File: src/ebc_pkg.sv
// ----------------------------------------------------------------------------
// ebc_pkg: shared types, constants and decode table for the 8-bit CPU core
// Holds memory sizing, request codes, addressing modes and instruction kinds.
// ----------------------------------------------------------------------------
package ebc_pkg;

   localparam int MEM_ADDR_BITS = 16;

   localparam logic [1:0] REQ_WRITE = 2'd0;
   localparam logic [1:0] REQ_READ  = 2'd1;
   localparam logic [1:0] REQ_STEP  = 2'd2;
   localparam logic [1:0] REQ_RESET = 2'd3;

   localparam logic [7:0] FL_C = 8'h01;
   localparam logic [7:0] FL_Z = 8'h02;
   localparam logic [7:0] FL_B = 8'h10;
   localparam logic [7:0] FL_U = 8'h20;
   localparam logic [7:0] FL_V = 8'h40;
   localparam logic [7:0] FL_N = 8'h80;
   localparam logic [7:0] FLAGS_RESET = 8'h24;
   localparam logic [7:0] SP_RESET    = 8'hFF;
   localparam logic [7:0] STACK_PAGE  = 8'h01;

   localparam logic [3:0] AM_NONE = 4'd0;
   localparam logic [3:0] AM_IMM  = 4'd1;
   localparam logic [3:0] AM_ZP   = 4'd2;
   localparam logic [3:0] AM_ZPX  = 4'd3;
   localparam logic [3:0] AM_ZPY  = 4'd4;
   localparam logic [3:0] AM_ABS  = 4'd5;
   localparam logic [3:0] AM_ABSX = 4'd6;
   localparam logic [3:0] AM_ABSY = 4'd7;
   localparam logic [3:0] AM_INDX = 4'd8;
   localparam logic [3:0] AM_INDY = 4'd9;

   localparam logic [4:0] K_LDA = 5'd0;
   localparam logic [4:0] K_LDX = 5'd1;
   localparam logic [4:0] K_LDY = 5'd2;
   localparam logic [4:0] K_STA = 5'd3;
   localparam logic [4:0] K_STX = 5'd4;
   localparam logic [4:0] K_STY = 5'd5;
   localparam logic [4:0] K_AND = 5'd6;
   localparam logic [4:0] K_EOR = 5'd7;
   localparam logic [4:0] K_ORA = 5'd8;
   localparam logic [4:0] K_ADC = 5'd9;
   localparam logic [4:0] K_SBC = 5'd10;
   localparam logic [4:0] K_TAX = 5'd11;
   localparam logic [4:0] K_TAY = 5'd12;
   localparam logic [4:0] K_TSX = 5'd13;
   localparam logic [4:0] K_TXA = 5'd14;
   localparam logic [4:0] K_TXS = 5'd15;
   localparam logic [4:0] K_TYA = 5'd16;
   localparam logic [4:0] K_PHA = 5'd17;
   localparam logic [4:0] K_PHP = 5'd18;
   localparam logic [4:0] K_PLA = 5'd19;
   localparam logic [4:0] K_PLP = 5'd20;
   localparam logic [4:0] K_BAD = 5'd21;

   typedef logic [MEM_ADDR_BITS-1:0] maddr_type;

   typedef struct packed {
      logic [4:0] kind;
      logic [3:0] mode;
      logic [2:0] cyc;
   } dec_type;

   // Memory port request from the sequencer.
   typedef struct packed {
      logic      wr;
      maddr_type addr;
      logic [7:0] wdata;
   } mreq_type;

   function automatic dec_type decode(input logic [7:0] opc);
      dec_type d;
      d = '{kind: K_BAD, mode: AM_NONE, cyc: 3'd0};
      unique case (opc)
         8'hA9: d = '{K_LDA, AM_IMM, 3'd2};
         8'hA5: d = '{K_LDA, AM_ZP, 3'd3};
         8'hAD: d = '{K_LDA, AM_ABS, 3'd4};
         8'h85: d = '{K_STA, AM_ZP, 3'd3};
         8'h8D: d = '{K_STA, AM_ABS, 3'd4};
         8'h95: d = '{K_STA, AM_ZPX, 3'd4};
         8'h9D: d = '{K_STA, AM_ABSX, 3'd5};
         8'h99: d = '{K_STA, AM_ABSY, 3'd5};
         8'h81: d = '{K_STA, AM_INDX, 3'd6};
         8'h91: d = '{K_STA, AM_INDY, 3'd6};
         8'hA2: d = '{K_LDX, AM_IMM, 3'd2};
         8'hA6: d = '{K_LDX, AM_ZP, 3'd3};
         8'hAE: d = '{K_LDX, AM_ABS, 3'd4};
         8'hB6: d = '{K_LDX, AM_ZPY, 3'd4};
         8'hBE: d = '{K_LDX, AM_ABSY, 3'd4};
         8'hA0: d = '{K_LDY, AM_IMM, 3'd2};
         8'hA4: d = '{K_LDY, AM_ZP, 3'd3};
         8'hAC: d = '{K_LDY, AM_ABS, 3'd4};
         8'hB4: d = '{K_LDY, AM_ZPX, 3'd4};
         8'hBC: d = '{K_LDY, AM_ABSX, 3'd4};
         8'h86: d = '{K_STX, AM_ZP, 3'd3};
         8'h8E: d = '{K_STX, AM_ABS, 3'd4};
         8'h96: d = '{K_STX, AM_ZPY, 3'd4};
         8'h84: d = '{K_STY, AM_ZP, 3'd3};
         8'h8C: d = '{K_STY, AM_ABS, 3'd4};
         8'h94: d = '{K_STY, AM_ZPX, 3'd4};
         8'hAA: d = '{K_TAX, AM_NONE, 3'd2};
         8'hA8: d = '{K_TAY, AM_NONE, 3'd2};
         8'hBA: d = '{K_TSX, AM_NONE, 3'd2};
         8'h8A: d = '{K_TXA, AM_NONE, 3'd2};
         8'h9A: d = '{K_TXS, AM_NONE, 3'd2};
         8'h98: d = '{K_TYA, AM_NONE, 3'd2};
         8'h48: d = '{K_PHA, AM_NONE, 3'd3};
         8'h08: d = '{K_PHP, AM_NONE, 3'd3};
         8'h68: d = '{K_PLA, AM_NONE, 3'd4};
         8'h28: d = '{K_PLP, AM_NONE, 3'd4};
         8'h29: d = '{K_AND, AM_IMM, 3'd2};
         8'h25: d = '{K_AND, AM_ZP, 3'd3};
         8'h2D: d = '{K_AND, AM_ABS, 3'd4};
         8'h49: d = '{K_EOR, AM_IMM, 3'd2};
         8'h45: d = '{K_EOR, AM_ZP, 3'd3};
         8'h4D: d = '{K_EOR, AM_ABS, 3'd4};
         8'h09: d = '{K_ORA, AM_IMM, 3'd2};
         8'h05: d = '{K_ORA, AM_ZP, 3'd3};
         8'h0D: d = '{K_ORA, AM_ABS, 3'd4};
         8'h69: d = '{K_ADC, AM_IMM, 3'd2};
         8'h65: d = '{K_ADC, AM_ZP, 3'd3};
         8'h6D: d = '{K_ADC, AM_ABS, 3'd4};
         8'hE9: d = '{K_SBC, AM_IMM, 3'd2};
         8'hE5: d = '{K_SBC, AM_ZP, 3'd3};
         8'hED: d = '{K_SBC, AM_ABS, 3'd4};
         default: d = '{K_BAD, AM_NONE, 3'd0};
      endcase
      return d;
   endfunction

   function automatic maddr_type to_maddr(input logic [15:0] a);
      return a[MEM_ADDR_BITS-1:0];
   endfunction

endpackage

File: src/ebc_alu.sv
// ----------------------------------------------------------------------------
// ebc_alu: operand datapath
// Applies a loaded byte or a register transfer to the registers and computes the new flags.
// ----------------------------------------------------------------------------
module ebc_alu (
   input  logic [4:0] kind,
   input  logic [7:0] operand,
   input  logic [7:0] a,
   input  logic [7:0] x,
   input  logic [7:0] y,
   input  logic [7:0] s,
   input  logic [7:0] p,
   output logic [7:0] a_out,
   output logic [7:0] x_out,
   output logic [7:0] y_out,
   output logic [7:0] s_out,
   output logic [7:0] p_out
);
   import ebc_pkg::*;

   logic [7:0] addend;
   logic [8:0] sum;
   logic [7:0] zn_val;
   logic       zn_upd;
   logic [7:0] p_mid;

   always_comb begin
      addend = (kind == K_SBC) ? ~operand : operand;
      sum    = {1'b0, a} + {1'b0, addend} + {8'd0, p[0]};
      a_out  = a;
      x_out  = x;
      y_out  = y;
      s_out  = s;
      p_mid  = p;
      zn_val = 8'd0;
      zn_upd = 1'b0;
      unique case (kind)
         K_LDA, K_PLA: begin a_out = operand; zn_val = operand; zn_upd = 1'b1; end
         K_LDX: begin x_out = operand; zn_val = operand; zn_upd = 1'b1; end
         K_LDY: begin y_out = operand; zn_val = operand; zn_upd = 1'b1; end
         K_AND: begin a_out = a & operand; zn_val = a_out; zn_upd = 1'b1; end
         K_EOR: begin a_out = a ^ operand; zn_val = a_out; zn_upd = 1'b1; end
         K_ORA: begin a_out = a | operand; zn_val = a_out; zn_upd = 1'b1; end
         K_ADC, K_SBC: begin
            a_out = sum[7:0];
            zn_val = sum[7:0];
            zn_upd = 1'b1;
            p_mid[0] = sum[8];
            p_mid[6] = (~(a[7] ^ addend[7])) & (a[7] ^ sum[7]);
         end
         K_TAX: begin x_out = a; zn_val = a; zn_upd = 1'b1; end
         K_TAY: begin y_out = a; zn_val = a; zn_upd = 1'b1; end
         K_TSX: begin x_out = s; zn_val = s; zn_upd = 1'b1; end
         K_TXA: begin a_out = x; zn_val = x; zn_upd = 1'b1; end
         K_TYA: begin a_out = y; zn_val = y; zn_upd = 1'b1; end
         K_TXS: s_out = x;
         K_PLP: p_mid = (operand & ~(FL_B | FL_U)) | (p & (FL_B | FL_U));
         default: ;
      endcase
      p_out = p_mid;
      if (zn_upd) begin
         p_out[1] = (zn_val == 8'd0);
         p_out[7] = zn_val[7];
      end
   end
endmodule

File: src/ebc_seq.sv
// ----------------------------------------------------------------------------
// ebc_seq: instruction sequencer
// Walks each request through its memory accesses and owns the registers.
// ----------------------------------------------------------------------------
module ebc_seq (
   input  logic                 clock,
   input  logic                 reset,
   input  logic                 start,
   input  logic [1:0]           req_op,
   input  logic [15:0]          req_addr,
   input  logic [7:0]           req_data,
   output logic                 busy,
   output ebc_pkg::mreq_type    mreq,
   input  logic [7:0]           mem_rdata,
   output logic                 done,
   output logic [7:0]           rd_byte,
   output logic [15:0]          pc,
   output logic [7:0]           a,
   output logic [7:0]           x,
   output logic [7:0]           y,
   output logic [7:0]           s,
   output logic [7:0]           p,
   output logic [2:0]           cyc,
   output logic [7:0]           opc,
   output logic                 bad
);
   import ebc_pkg::*;

   localparam logic [3:0] ST_IDLE  = 4'd0;
   localparam logic [3:0] ST_RDW   = 4'd1;  // host read data returns
   localparam logic [3:0] ST_OPC   = 4'd2;  // opcode returns
   localparam logic [3:0] ST_B1    = 4'd3;  // first operand byte returns
   localparam logic [3:0] ST_B2    = 4'd4;  // second operand byte returns
   localparam logic [3:0] ST_PLO   = 4'd5;  // pointer low returns
   localparam logic [3:0] ST_PHI   = 4'd6;  // pointer high returns
   localparam logic [3:0] ST_OPND  = 4'd7;  // operand byte returns
   localparam logic [3:0] ST_DONE  = 4'd8;

   logic [3:0]  state_ff, state_in;
   logic [15:0] pc_ff, pc_in;
   logic [7:0]  a_ff, a_in, x_ff, x_in, y_ff, y_in, s_ff, s_in, p_ff, p_in;
   logic [7:0]  opc_ff, opc_in, lo_ff, lo_in, rdb_ff, rdb_in;
   logic [4:0]  kind_ff, kind_in;
   logic [3:0]  mode_ff, mode_in;
   logic [2:0]  cyc_ff, cyc_in;
   logic        bad_ff, bad_in;
   logic [7:0]  alu_opnd;
   logic [4:0]  alu_kind;
   logic        alu_en;
   logic [7:0]  a_alu, x_alu, y_alu, s_alu, p_alu;
   dec_type     dec;
   logic [15:0] ea;
   logic [7:0]  zp;

   assign dec      = decode(mem_rdata);
   assign alu_opnd = mem_rdata;
   // Implied register ops finish in the opcode cycle, so the ALU takes the
   // freshly decoded kind there.
   assign alu_kind = (state_ff == ST_OPC) ? dec.kind : kind_ff;

   ebc_alu u_alu (
      .kind(alu_kind), .operand(alu_opnd),
      .a(a_ff), .x(x_ff), .y(y_ff), .s(s_ff), .p(p_ff),
      .a_out(a_alu), .x_out(x_alu), .y_out(y_alu), .s_out(s_alu), .p_out(p_alu)
   );

   always_comb begin
      state_in = state_ff;
      pc_in = pc_ff; a_in = a_ff; x_in = x_ff; y_in = y_ff; s_in = s_ff; p_in = p_ff;
      opc_in = opc_ff; lo_in = lo_ff; rdb_in = rdb_ff;
      kind_in = kind_ff; mode_in = mode_ff; cyc_in = cyc_ff; bad_in = bad_ff;
      mreq = '{wr: 1'b0, addr: to_maddr(pc_ff), wdata: 8'd0};
      alu_en = 1'b0;
      ea = 16'd0;
      zp = 8'd0;
      unique case (state_ff)
         ST_IDLE: begin
            if (start) begin
               rdb_in = 8'd0; opc_in = 8'd0; cyc_in = 3'd0; bad_in = 1'b0;
               kind_in = K_BAD;
               unique case (req_op)
                  REQ_WRITE: begin
                     mreq = '{wr: 1'b1, addr: to_maddr(req_addr), wdata: req_data};
                     state_in = ST_DONE;
                  end
                  REQ_READ: begin
                     mreq.addr = to_maddr(req_addr);
                     state_in = ST_RDW;
                  end
                  REQ_STEP: state_in = ST_OPC;
                  default: begin
                     pc_in = 16'd0; a_in = 8'd0; x_in = 8'd0; y_in = 8'd0;
                     s_in = SP_RESET; p_in = FLAGS_RESET;
                     state_in = ST_DONE;
                  end
               endcase
            end
         end
         ST_RDW: begin
            rdb_in = mem_rdata;
            state_in = ST_DONE;
         end
         ST_OPC: begin
            opc_in = mem_rdata;
            kind_in = dec.kind; mode_in = dec.mode; cyc_in = dec.cyc;
            bad_in = (dec.kind == K_BAD);
            pc_in = pc_ff + 16'd1;
            state_in = ST_DONE;
            if (dec.mode != AM_NONE) begin
               mreq.addr = to_maddr(pc_ff + 16'd1);
               pc_in = pc_ff + 16'd2;
               state_in = (dec.mode == AM_IMM) ? ST_OPND : ST_B1;
            end else if (dec.kind == K_PHA || dec.kind == K_PHP) begin
               mreq.wr = 1'b1;
               mreq.addr = to_maddr({STACK_PAGE, s_ff});
               mreq.wdata = (dec.kind == K_PHA) ? a_ff : (p_ff | FL_B | FL_U);
               s_in = s_ff - 8'd1;
            end else if (dec.kind == K_PLA || dec.kind == K_PLP) begin
               mreq.addr = to_maddr({STACK_PAGE, s_ff + 8'd1});
               s_in = s_ff + 8'd1;
               state_in = ST_OPND;
            end else if (dec.kind != K_BAD) begin
               alu_en = 1'b1;
            end
         end
         ST_B1: begin
            lo_in = mem_rdata;
            if (mode_ff == AM_ABS || mode_ff == AM_ABSX || mode_ff == AM_ABSY) begin
               mreq.addr = to_maddr(pc_ff);
               pc_in = pc_ff + 16'd1;
               state_in = ST_B2;
            end else if (mode_ff == AM_INDX || mode_ff == AM_INDY) begin
               zp = (mode_ff == AM_INDX) ? mem_rdata + x_ff : mem_rdata;
               lo_in = zp;
               mreq.addr = to_maddr({8'd0, zp});
               state_in = ST_PLO;
            end else begin
               zp = mem_rdata;
               if (mode_ff == AM_ZPX) zp = mem_rdata + x_ff;
               if (mode_ff == AM_ZPY) zp = mem_rdata + y_ff;
               ea = {8'd0, zp};
               state_in = ST_OPND;
            end
         end
         ST_B2: begin
            ea = {mem_rdata, lo_ff};
            if (mode_ff == AM_ABSX) ea = ea + {8'd0, x_ff};
            if (mode_ff == AM_ABSY) ea = ea + {8'd0, y_ff};
            state_in = ST_OPND;
         end
         ST_PLO: begin
            mreq.addr = to_maddr({8'd0, lo_ff + 8'd1});
            lo_in = mem_rdata;
            state_in = ST_PHI;
         end
         ST_PHI: begin
            ea = {mem_rdata, lo_ff};
            if (mode_ff == AM_INDY) ea = ea + {8'd0, y_ff};
            state_in = ST_OPND;
         end
         ST_OPND: begin
            alu_en = 1'b1;
            state_in = ST_DONE;
         end
         ST_DONE: state_in = ST_IDLE;
         default: state_in = ST_IDLE;
      endcase
      // Effective address reached: store now, or read the operand.
      if (state_in == ST_OPND && (state_ff == ST_B1 || state_ff == ST_B2 ||
                                  state_ff == ST_PHI)) begin
         mreq.addr = to_maddr(ea);
         if (kind_ff == K_STA || kind_ff == K_STX || kind_ff == K_STY) begin
            mreq.wr = 1'b1;
            mreq.wdata = (kind_ff == K_STA) ? a_ff : (kind_ff == K_STX) ? x_ff : y_ff;
            state_in = ST_DONE;
         end
      end
      if (alu_en) begin
         a_in = a_alu; x_in = x_alu; y_in = y_alu; s_in = s_alu; p_in = p_alu;
      end
   end

   always_ff @(posedge clock) begin
      if (reset) begin
         state_ff <= ST_IDLE;
         pc_ff <= 16'd0; a_ff <= 8'd0; x_ff <= 8'd0; y_ff <= 8'd0;
         s_ff <= SP_RESET; p_ff <= FLAGS_RESET;
      end else begin
         state_ff <= state_in;
         pc_ff <= pc_in;
         a_ff <= a_in; x_ff <= x_in; y_ff <= y_in; s_ff <= s_in; p_ff <= p_in;
      end
      opc_ff <= opc_in; lo_ff <= lo_in; rdb_ff <= rdb_in;
      kind_ff <= kind_in; mode_ff <= mode_in; cyc_ff <= cyc_in; bad_ff <= bad_in;
   end

   assign busy    = (state_ff != ST_IDLE);
   assign done    = (state_ff == ST_DONE);
   assign rd_byte = rdb_ff;
   assign pc = pc_ff; assign a = a_ff; assign x = x_ff; assign y = y_ff;
   assign s = s_ff; assign p = p_ff;
   assign cyc = cyc_ff; assign opc = opc_ff; assign bad = bad_ff;
endmodule

File: config.mk
export PLATFORM = sky130hd
export DESIGN_NAME = ebc_seq
export DESIGN_NICKNAME = d
export VERILOG_FILES = /design/src/ebc_pkg.sv /design/src/ebc_alu.sv /design/src/ebc_seq.sv
export SDC_FILE = /design/constraint.sdc
export NUM_CORES = 1
export LEC_CHECK = 0
export BUFFER_PORTS_ARGS = -buffer_cell sky130_fd_sc_hd__buf_2
export CAP_MARGIN = 20
export CORE_UTILIZATION = 61
export DETAILED_ROUTE_END_ITERATION = 6
export HOLD_SLACK_MARGIN = 0.02
export PLACE_DENSITY = 0.83
export SLEW_MARGIN = 10
export SYNTH_ARGS = -nofsm -noshare
export SYNTH_HDL_FRONTEND = slang
export SYNTH_SLANG_ARGS = --single-unit
File: constraint.sdc
create_clock -name clock -period 5.8 [get_ports clock]
set_clock_uncertainty 0.1 [all_clocks]
set_input_delay 0.29 -clock clock [delete_from_list [all_inputs] [get_ports clock]]
set_output_delay 0.29 -clock clock [all_outputs]
set_load 0.1 [all_outputs]
==> results.md, run 1 <==
Run status:
- The run finished, with violations left.
- The checks that failed: design-rule violations.

STA:
- Setup violations remaining at the end of the flow were counted as 0.
- After routing, the total negative slack on setup checks comes to 0 ps.
- The final hold violation count was 0.
- The worst path uses 94.0% of the clock period.
- The final-report max-slew violation count is 0.
- The smallest clock period supported by the final layout is computed as approximately 5500 ps.
- The headroom to the max-slew limit is between 10% and 20%.
- Setup repair after global routing left no endpoint under its margin.
- The transition time at the pin with the least slew margin is around 1200 ps.
- Timing would allow up to between 150 and 200 MHz.

GRT:
- The initial antenna violation count came to 1.
- The all-layer global routing usage is about half.
- Entering global routing, the biggest net connects 50 pins.
- The via count of the first global-routing pass is 13334.
- The first global-routing pass estimated between 70 and 80 mm of wire.
- Global routing finished with a remaining overflow of 0.

Floorplanning:
- The horizontal extent of the die is approximately 140 um.
- The number of placed I/O pins is 140.
- The initial utilization of the core area, before any placement, comes to between 60% and 70%.
- The core box area is 0.0188 mm^2.
- The die outline height is around 140 um.
- In this run the core area contains 50 standard-cell rows.
- The die covers between 0.015 and 0.02 mm^2.

Placement:
- The number of placed instances with taps included is roughly 1900.
- At the end of routability-driven placement, the weighted congestion stood at between 1 and 1.5.
- The number of input and output port buffers inserted is about 140.
- After legalization and detailed placement, the total HPWL measured roughly 38 mm.

Critical path:
- The worst register-to-register path has a depth of 21.
- The critical path goes through ha_1, fa_1, a21o_1, a21oi_2, nor2b_1, o21ai_0, nor2b_1, xnor2_1, mux2_2, ha_1, nand2_1, a21oi_1, o21ai_0, xnor2_1, a22oi_1, a21oi_1, buf_2.
- STA puts the critical path data required time at about 5400 ps.
- On the worst path, the slowest cell contributes a delay of around 530 ps.
- The number of cells on the critical path is 17.
- The worst setup path is captured at an output port.
- The arrival time at the worst endpoint is ~5100 ps.
- The category of the critical setup timing path is reg2out.
- Along the worst path, the maximum fanout reaches 8.
- The total buffers and inverters traversed by the critical path is 1.
- The worst setup path is launched from a flop.
- The gate family responsible for the most delay along the worst path is compound AO/OA/AOI/OAI gates.
- On the critical path, the stage with the largest delay is an instance of edfxtp_1.

Routing:
- After the first detailed-routing iteration, the DRC count stood at 2158.
- The number of optimization iterations in the first detailed-route pass is 7.
- The final routed wirelength across all metal layers is approximately 50 mm.
- The vias per cell is between 7 and 8.
- The number of vias in the routed layout is 14325.
- In the final routed layout, each cell accounts on average for 25.6 um.
- Once detail routing completed, the nets flagged for antenna violations numbered 0.
- After detailed routing, the number of remaining DRC violations is 1.

Synth:
- The register area share after synthesis is between 10% and 20%.
- The netlist uses 93 different library cells.
- The fraction of synthesis flops using an asynchronous set or reset pin is 0%.
- After technology mapping, the gate count stands at 1621.
- The biggest area contributor in the post-synthesis netlist is dfxtp_1.
- Counting every net in the synthesized netlist gives approximately 1700.
- The number of enable flip-flop cells after synthesis is 37.
- The portion of synthesized cell area occupied by the leading cell type is 10.1%.
- The number of synthesis warnings is 0.
- Each instance of the synthesized netlist takes up on average 7.22 um^2.
- The most used flip-flop cell after synthesis is dfxtp_1.
- The number of register bits inferred by synthesis is 96.
- By area the synthesized netlist is led by dfxtp_1 (10%), edfxtp_1 (9.5%), ha_1 (7.5%).
- The cell area after technology mapping is around 0.012 mm^2.

Min path:
- The cell depth of the worst hold path is 3.
- The kind of path behind the tightest hold check is in2reg.

Cells and area:
- Counting the fill cells in the layout gives 1604.
- From synthesis to final layout, the design area changed by 11.6%.
- After the last flow step, the layout net total stands at ~1800.
- Summing all multi-input logic gate instances after layout gives about 0.009 mm^2.
- In the layout the commonest cells are nor2_1 (188), a21oi_1 (150), nand2_1 (145).
- 0 antenna diodes ended up in the layout.
- The most common library cell in the layout ignoring fill and taps is nor2_1.
- The layout cell share with drive strength beyond 1 is 15.7%.
- The count of cells in the finished layout, fillers not included, comes to around 2000.
- The area used by sequential logic in the layout is about 0.0023 mm^2.

Power:
- The peak supply drop is roughly 140 uV.
- The leakage dissipation is 0.00549 uW.
- Dividing total power by cell area gives a power density of 165 mW/mm^2.

Clocking:
- In this run the number of H-tree levels came out at 3.
- TritonCTS built the clock tree.
- The clock latency on the worst-skew pair is about 360 ps.
- The clock drives between 90 and 100 sinks.
- Clock-pin slew was measured on the worst setup and hold paths at ~80 ps.
- The number of clock buffers added by TritonCTS is 9.
- For this design, the CTS-stage hold fixing added 0 buffers.
- The cell sitting at the root of the clock tree is a clkbuf_16.
- The number of post-CTS setup repair buffers is 0.
- The deepest clock path buffer count is 2.

Flow run:
- The reported max-cap violation count is 0.
==> power by group <==
group	internal (uW)	switching [uW]
clock	303	325
combinational	189	587
sequential	724	22.6
==> cells by family (layout without fill, tap and decap cells) <==
group | count (synthesis) | in the layout | share of synthesized area [%]
other | 1 | 1 | 0.0320
adders and majority gates | 77 | 77 | 8.68
xor gates and xnor gates | 79 | 79 | 5.91
muxes | 51 | 51 | 4.47
buffers and inverters | 173 | 279 | 5.98
DFF | 96 | 96 | 19.6
AOI/OAI and AO/OA | 508 | 508 | 28.5
and+or+nand+nor | 636 | 636 | 26.8
==> final cells by class <==
cell class,instances,share of cell area (%)
Clock buffer,9,1.72
Sequential cell,96,17.6
Inverter,52,1.49
Timing Repair Buffer,211,9.55
Tap cell,234,2.24
Multi-Input combinational cell,1352,66.9
Clock inverter,7,0.498
==> metrics by stage <==
stage / hold WS [ps] / utilization (%) / area [um^2] / total power [uW] / worst slack (ps)
2_1_floorplan: 298 / - / 11700 / 1320 / 20.2
5_1_grt: 311 / 69.6 / 13100 / 2200 / 116
4_1_cts: 270 / 69.4 / 13000 / 2110 / 166
6_report: 279 / 69.6 / 13100 / 2150 / 346
3_3_place_gp: 326 / 67.9 / 12700 / 1500 / 702
3_5_place_dp: 340 / 67.9 / 12700 / 1510 / 576
==> worst paths after layout <==
check | start | to | slack, ps
max | lo_ff[0]$_DFFE_PN_ | mreq[18] | 350
min | start | state_ff[0]$_SDFF_PP0_ | 280
max reg2reg | state_ff[1]$_SDFF_PP0_ | p[1]$_SDFFE_PP0P_ | 620
min reg2reg | p[5]$_SDFFE_PP1P_ | p[5]$_SDFFE_PP1P_ | 350
==> repair_timing <==
item / CTS / global route
hold endpoints to repair: 0 / 0
gates resized for setup: 0 / 7
setup endpoints to repair: 0 / 5
==> worst register-to-register path, stage by stage (launching register included) <==
cell and delay, ps:
dfxtp_1 660, or4b_1 530, inv_1 380, o2111ai_1 210, nand3_1 160, and2_1 190
nand2_1 100, nor3_2 250, buf_4 210, xnor2_1 190, ha_1 290, nor2b_1 120
o21ai_0 210, a21boi_0 150, nor3_1 210, o21bai_1 120, a21o_1 230, xnor2_1 170
o22a_1 200, nand3b_1 100, nor4_1 180, a31o_1 170
==> synthesized netlist by cell type, types with 22 or more instances <==
cell and n:
clkbuf_1 83, dfxtp_1 59, edfxtp_1 37, a211oi_1 22, o21ai_0 89, nor3_1 47, nand2_1 145, o211ai_1 24
inv_1 48, nor2b_1 22, a31oi_1 26, nor2_1 188, mux2i_1 41, nand3_1 65, and3_1 27, a21oi_1 153
ha_1 70, xnor2_1 62
==> flip-flops by register name, summed over array words and instances (netlist names) <==
name / flops
p: 7
mode_ff: 4
kind_ff: 5
rd_byte: 8
x: 8
pc: 16
y: 8
state_ff: 4
opc: 8
bad: 1
a: 8
cyc: 3
lo_ff: 8
s: 8
==> layer usage <==
layer,vias to the layer above,part of all wire (%),GRT usage [%]
li1,6225,-,-
met1,6464,36,61.6
met4,2,8.7,37.0
met2,1267,42,77.7
met5,-,0.022,0
met3,367,13,12.0
Note: power is estimated with default switching activity, not from simulation.
==> inputs of run 2 (changes only) <==
--- a/config.mk
+++ b/config.mk
@@ -11,6 +11,7 @@
 export DETAILED_ROUTE_END_ITERATION = 6
 export HOLD_SLACK_MARGIN = 0.02
 export PLACE_DENSITY = 0.83
+export REMOVE_ABC_BUFFERS = 1
 export SLEW_MARGIN = 10
 export SYNTH_ARGS = -nofsm -noshare
 export SYNTH_HDL_FRONTEND = slang
==> run 2 against run 1 <==
  * The run still ends with design-rule violations left
  * Worst hold slack better by 58 ps
  * Largest power group unchanged
  * Die area unchanged
  * Worst setup slack worse by 86 ps
  * Sequential power about the same
  * Final cell count down 0.15%
  * Critical path type unchanged
  * Wire length up 2.2%
  * Via count is 1.1% higher
==> results.md, run 2 (synthesis gave the netlist of run 1 again) <==
Run status:
- The run finished, with violations left.
- The final reports fail on design-rule violations.

STA:
- The headroom to the max-slew limit is 28.3% (+8.9 points).
- Setup repair after global routing left no endpoint under its margin.
- The final cycle utilization of the critical path was 95.5% (+1.5 points).
- The maximum clock rate is 181 MHz (-1.6%).
- The final number of setup-violating endpoints is 0 (unchanged).
- The transition time at the pin with the least slew margin came to 1070 ps (-133 ps).
- The final-report max-slew violation count is 0 (unchanged).
- The final hold violation count is 0 (unchanged).
- The final critical-path required period is 5540 ps (+86.3 ps).

Clocking:
- The clock tree from TritonCTS is yes.
- The H-tree depth is 3 (unchanged).
- The CTS buffer count is 9 (unchanged).
- The clock edge transition at the registers on the reported setup and hold paths is 70 ps (about the same).
- The clock net sink count came to 96 (unchanged).
- The clock latency on the worst-skew pair is 370 ps (about the same).
- The cts-stage hold buffer count is 0 (unchanged).
- The deepest clock path buffer count is 2 (unchanged).
- CTS placed an instance of clkbuf_16 at the clock tree root.

Cells and area:
- The design area was 0.0130 mm^2 (-0.50%).
- The final core area utilization came to 69.2% (-0.35 points).
- The area growth from synthesis to layout is 11.0%.
- The layout cell share with drive strength beyond 1 is 15.3% (-0.42 points).
- Leaving out fill and tap cells, the most frequent cells in the layout are nor2_1 (188), a21oi_1 (153), nand2_1 (145).
- The final layout net count is 1831 (-0.27%).
- The flip-flop count of the largest register after layout is 16 (unchanged).
- Leaving out fill and tap cells, the most frequent cell in the layout is nor2_1.

Critical path:
- The largest individual stage delay along the critical path comes from the cell edfxtp_1.
- The largest incremental delay on the critical path is 520 ps (about the same).
- The number of cells traversed by the worst register-to-register path is 21 (unchanged).
- The number of cells on the critical path is 19 (+2).
- The endpoint identified for the worst register-to-register timing path is p[1]$_SDFFE_PP0P_.
- The worst-case register-to-register setup slack is 430 ps (-190 ps).
- The required time of the critical path is 5410 ps (about the same).
- The source of the critical timing path is lo_ff[0]$_DFFE_PN_.
- The cell type with the highest occurrence count on the critical path is a21oi_1.
- The critical-path maximum fanout is 8 (unchanged).
- The nature of the critical path startpoint is a flop.
- The arrival time at the worst endpoint is 5150 ps (+90 ps).
- The total buffers and inverters traversed by the critical path is 1 (unchanged).
- The worst setup path is of the reg2out kind.
- The endpoint type of the worst setup path is an output port.
- The worst register-to-register path begins at state_ff[1]$_SDFF_PP0_.
- The critical path goes through ha_1, fa_1, a21o_1, a21oi_1, nor2b_1, o21ai_0, nor2b_1, xnor2_1, mux2_2, ha_1, a21oi_1, o21ai_0, a21oi_1, nor3_1, or2_2, o22ai_1, a211oi_1, o22ai_1, buf_2.
- In this run the worst setup path terminates at mreq[19].
- The gate family responsible for the most delay along the worst path is compound AO/OA/AOI/OAI gates.

GRT:
- The met1 routing resource usage after global routing is 60.6% (-1.0 points).
- The fraction of met2 tracks used by global routing is 78.5% (+0.79 points).
- The most utilized layer in the global route result is met2.
- The via count of the first global-routing pass is 13628 (+2.2%).
- The initial antenna violation count is 1 (unchanged).
- The all-layer global routing usage is 51.7% (+1.2 points).
- The pin count of the biggest net entering global routing is 50 (unchanged).
- The met3 track utilization from global routing is 15.7% (+3.7 points).
- The aggregate global routing overflow was 0 (unchanged).
- The first-pass GRT wire length was 77.9 mm (+1.9%).

Routing:
- The count of antenna-violating nets left after detailed routing was 0 (unchanged).
- The number of optimization iterations in the first detailed-route pass came to 7 (unchanged).
- The routed wirelength normalized by instance count came to 26.2 um (+2.3%).
- The number of vias in the routed layout is 14486 (+1.1%).
- The number of design rule violations left after detail routing was 1 (unchanged).
- The starting DRC count in detailed routing is 1828 (-15%).
- The vias per cell is 7.40 (+1.3%).
- The final routed wirelength across all metal layers is 51.3 mm (+2.2%).

Placement:
- The number of input and output port buffers inserted is 138 (unchanged).
- The half-perimeter wire length of the detailed placement result was 38.3 mm (+1.2%).
- The last weighted congestion value of the routability-driven placer came to 1.08 (-2.8%).
- The area of placed instances is 0.0127 mm^2 (-0.37%).

Power:
- The peak supply drop was 158 uV (+12%).
- The total power per unit cell area is 165 mW/mm^2 (about the same).
- The leakage dissipation is 0.00545 uW (-0.73%).

Floorplanning:
- The number of placed I/O pins is 140 (unchanged).
- The horizontal extent of the die came to 141 um (unchanged).
- The die outline height is 141 um (unchanged).
- The die area is 0.0197 mm^2 (unchanged).
- The core box area is 0.0188 mm^2 (unchanged).
- The number of placement rows is 50 (unchanged).
- The initial standard-cell utilization of the core is 62.3% (unchanged).

Flow run:
- The reported max-cap violation count is 0 (unchanged).

Min path:
- The kind of path behind the tightest hold check is in2reg.
-- run 2: cell count changes in the layout (fill, tap and decap cells not counted), sizes merged --
| cell | before | now |
|---|---|---|
| diode | 0 | 2 |
| buf | 209 | 204 |
| clkinvlp | 0 | 1 |
| clkinv | 6 | 5 |
-- run 2: repair_timing --
item,4_1_cts,5_1_grt
endpoints found under the setup margin,0,2
setup buffers,0,0
gates resized for setup,0,3
-- run 2: metal layers --
| layer | routed length, um | part of all wire (%) |
|---|---|---|
| met4 | 4780 | 9.3 |
| met3 | 6780 | 13 |
| met1 | 18100 | 35 |
| met2 | 21700 | 42 |
| met5 | 0 | 0 |
-- run 2: power breakdown --
group          switching [uW]  total (uW)  internal [uW]
clock network             313         610            297
logic                     597         784            186
registers                21.5         746            724
-- run 2: how the worst min path moves through the flow --
stage,slack [ps],cells after the start,to,startpoint
finish,340,3,a[4]$_SDFFE_PP0P_,mem_rdata[4]
global route,350,3,a[4]$_SDFFE_PP0P_,mem_rdata[4]
CTS,320,3,state_ff[0]$_SDFF_PP0_,start
detailed placement,340,1,p[5]$_SDFFE_PP1P_,p[5]$_SDFFE_PP1P_
global placement,330,1,p[5]$_SDFFE_PP1P_,p[5]$_SDFFE_PP1P_
floorplan,260,1,p[3]$_SDFFE_PP0P_,reset
-- run 2: per-stage QoR --
stage | setup slack [ps] | hold WS (ps) | TNS, ps | cells | power (uW)
floorplan | -465 | 259 | -2620 | 1500 | 1280
global placement | 578 | 327 | 0 | 1937 | 1500
detailed placement | 492 | 339 | 0 | 1939 | 1510
CTS | 261 | 317 | 0 | 1955 | 2100
global route | 24.3 | 346 | 0 | 1956 | 2180
finish | 260 | 336 | 0 | 1958 | 2140
-- run 2: worst register-to-register path: stages, from the launching register on --
cell	delay, ps
dfxtp_1	610
or4b_1	570
inv_1	290
o2111ai_1	180
nand3_1	160
and2_1	350
nand2_1	150
nor3_2	320
buf_4	240
xnor2_1	190
ha_1	280
nor2b_1	130
o21ai_0	190
a21boi_0	150
nor3_1	260
o21bai_1	120
a21o_1	220
xnor2_1	140
o22a_1	190
nand3b_1	80
nor4_1	220
a31o_1	180
-- run 2: final cells by class --
type	count	area, um^2
Timing Repair Buffer	206	1200
Clock buffer	9	225
Sequential cell	96	2290
Tap cell	234	293
Antenna cell	2	5.00
Clock inverter	7	52.6
Multi-Input combinational cell	1352	8730
Fill cell	1650	5780
Inverter	52	195
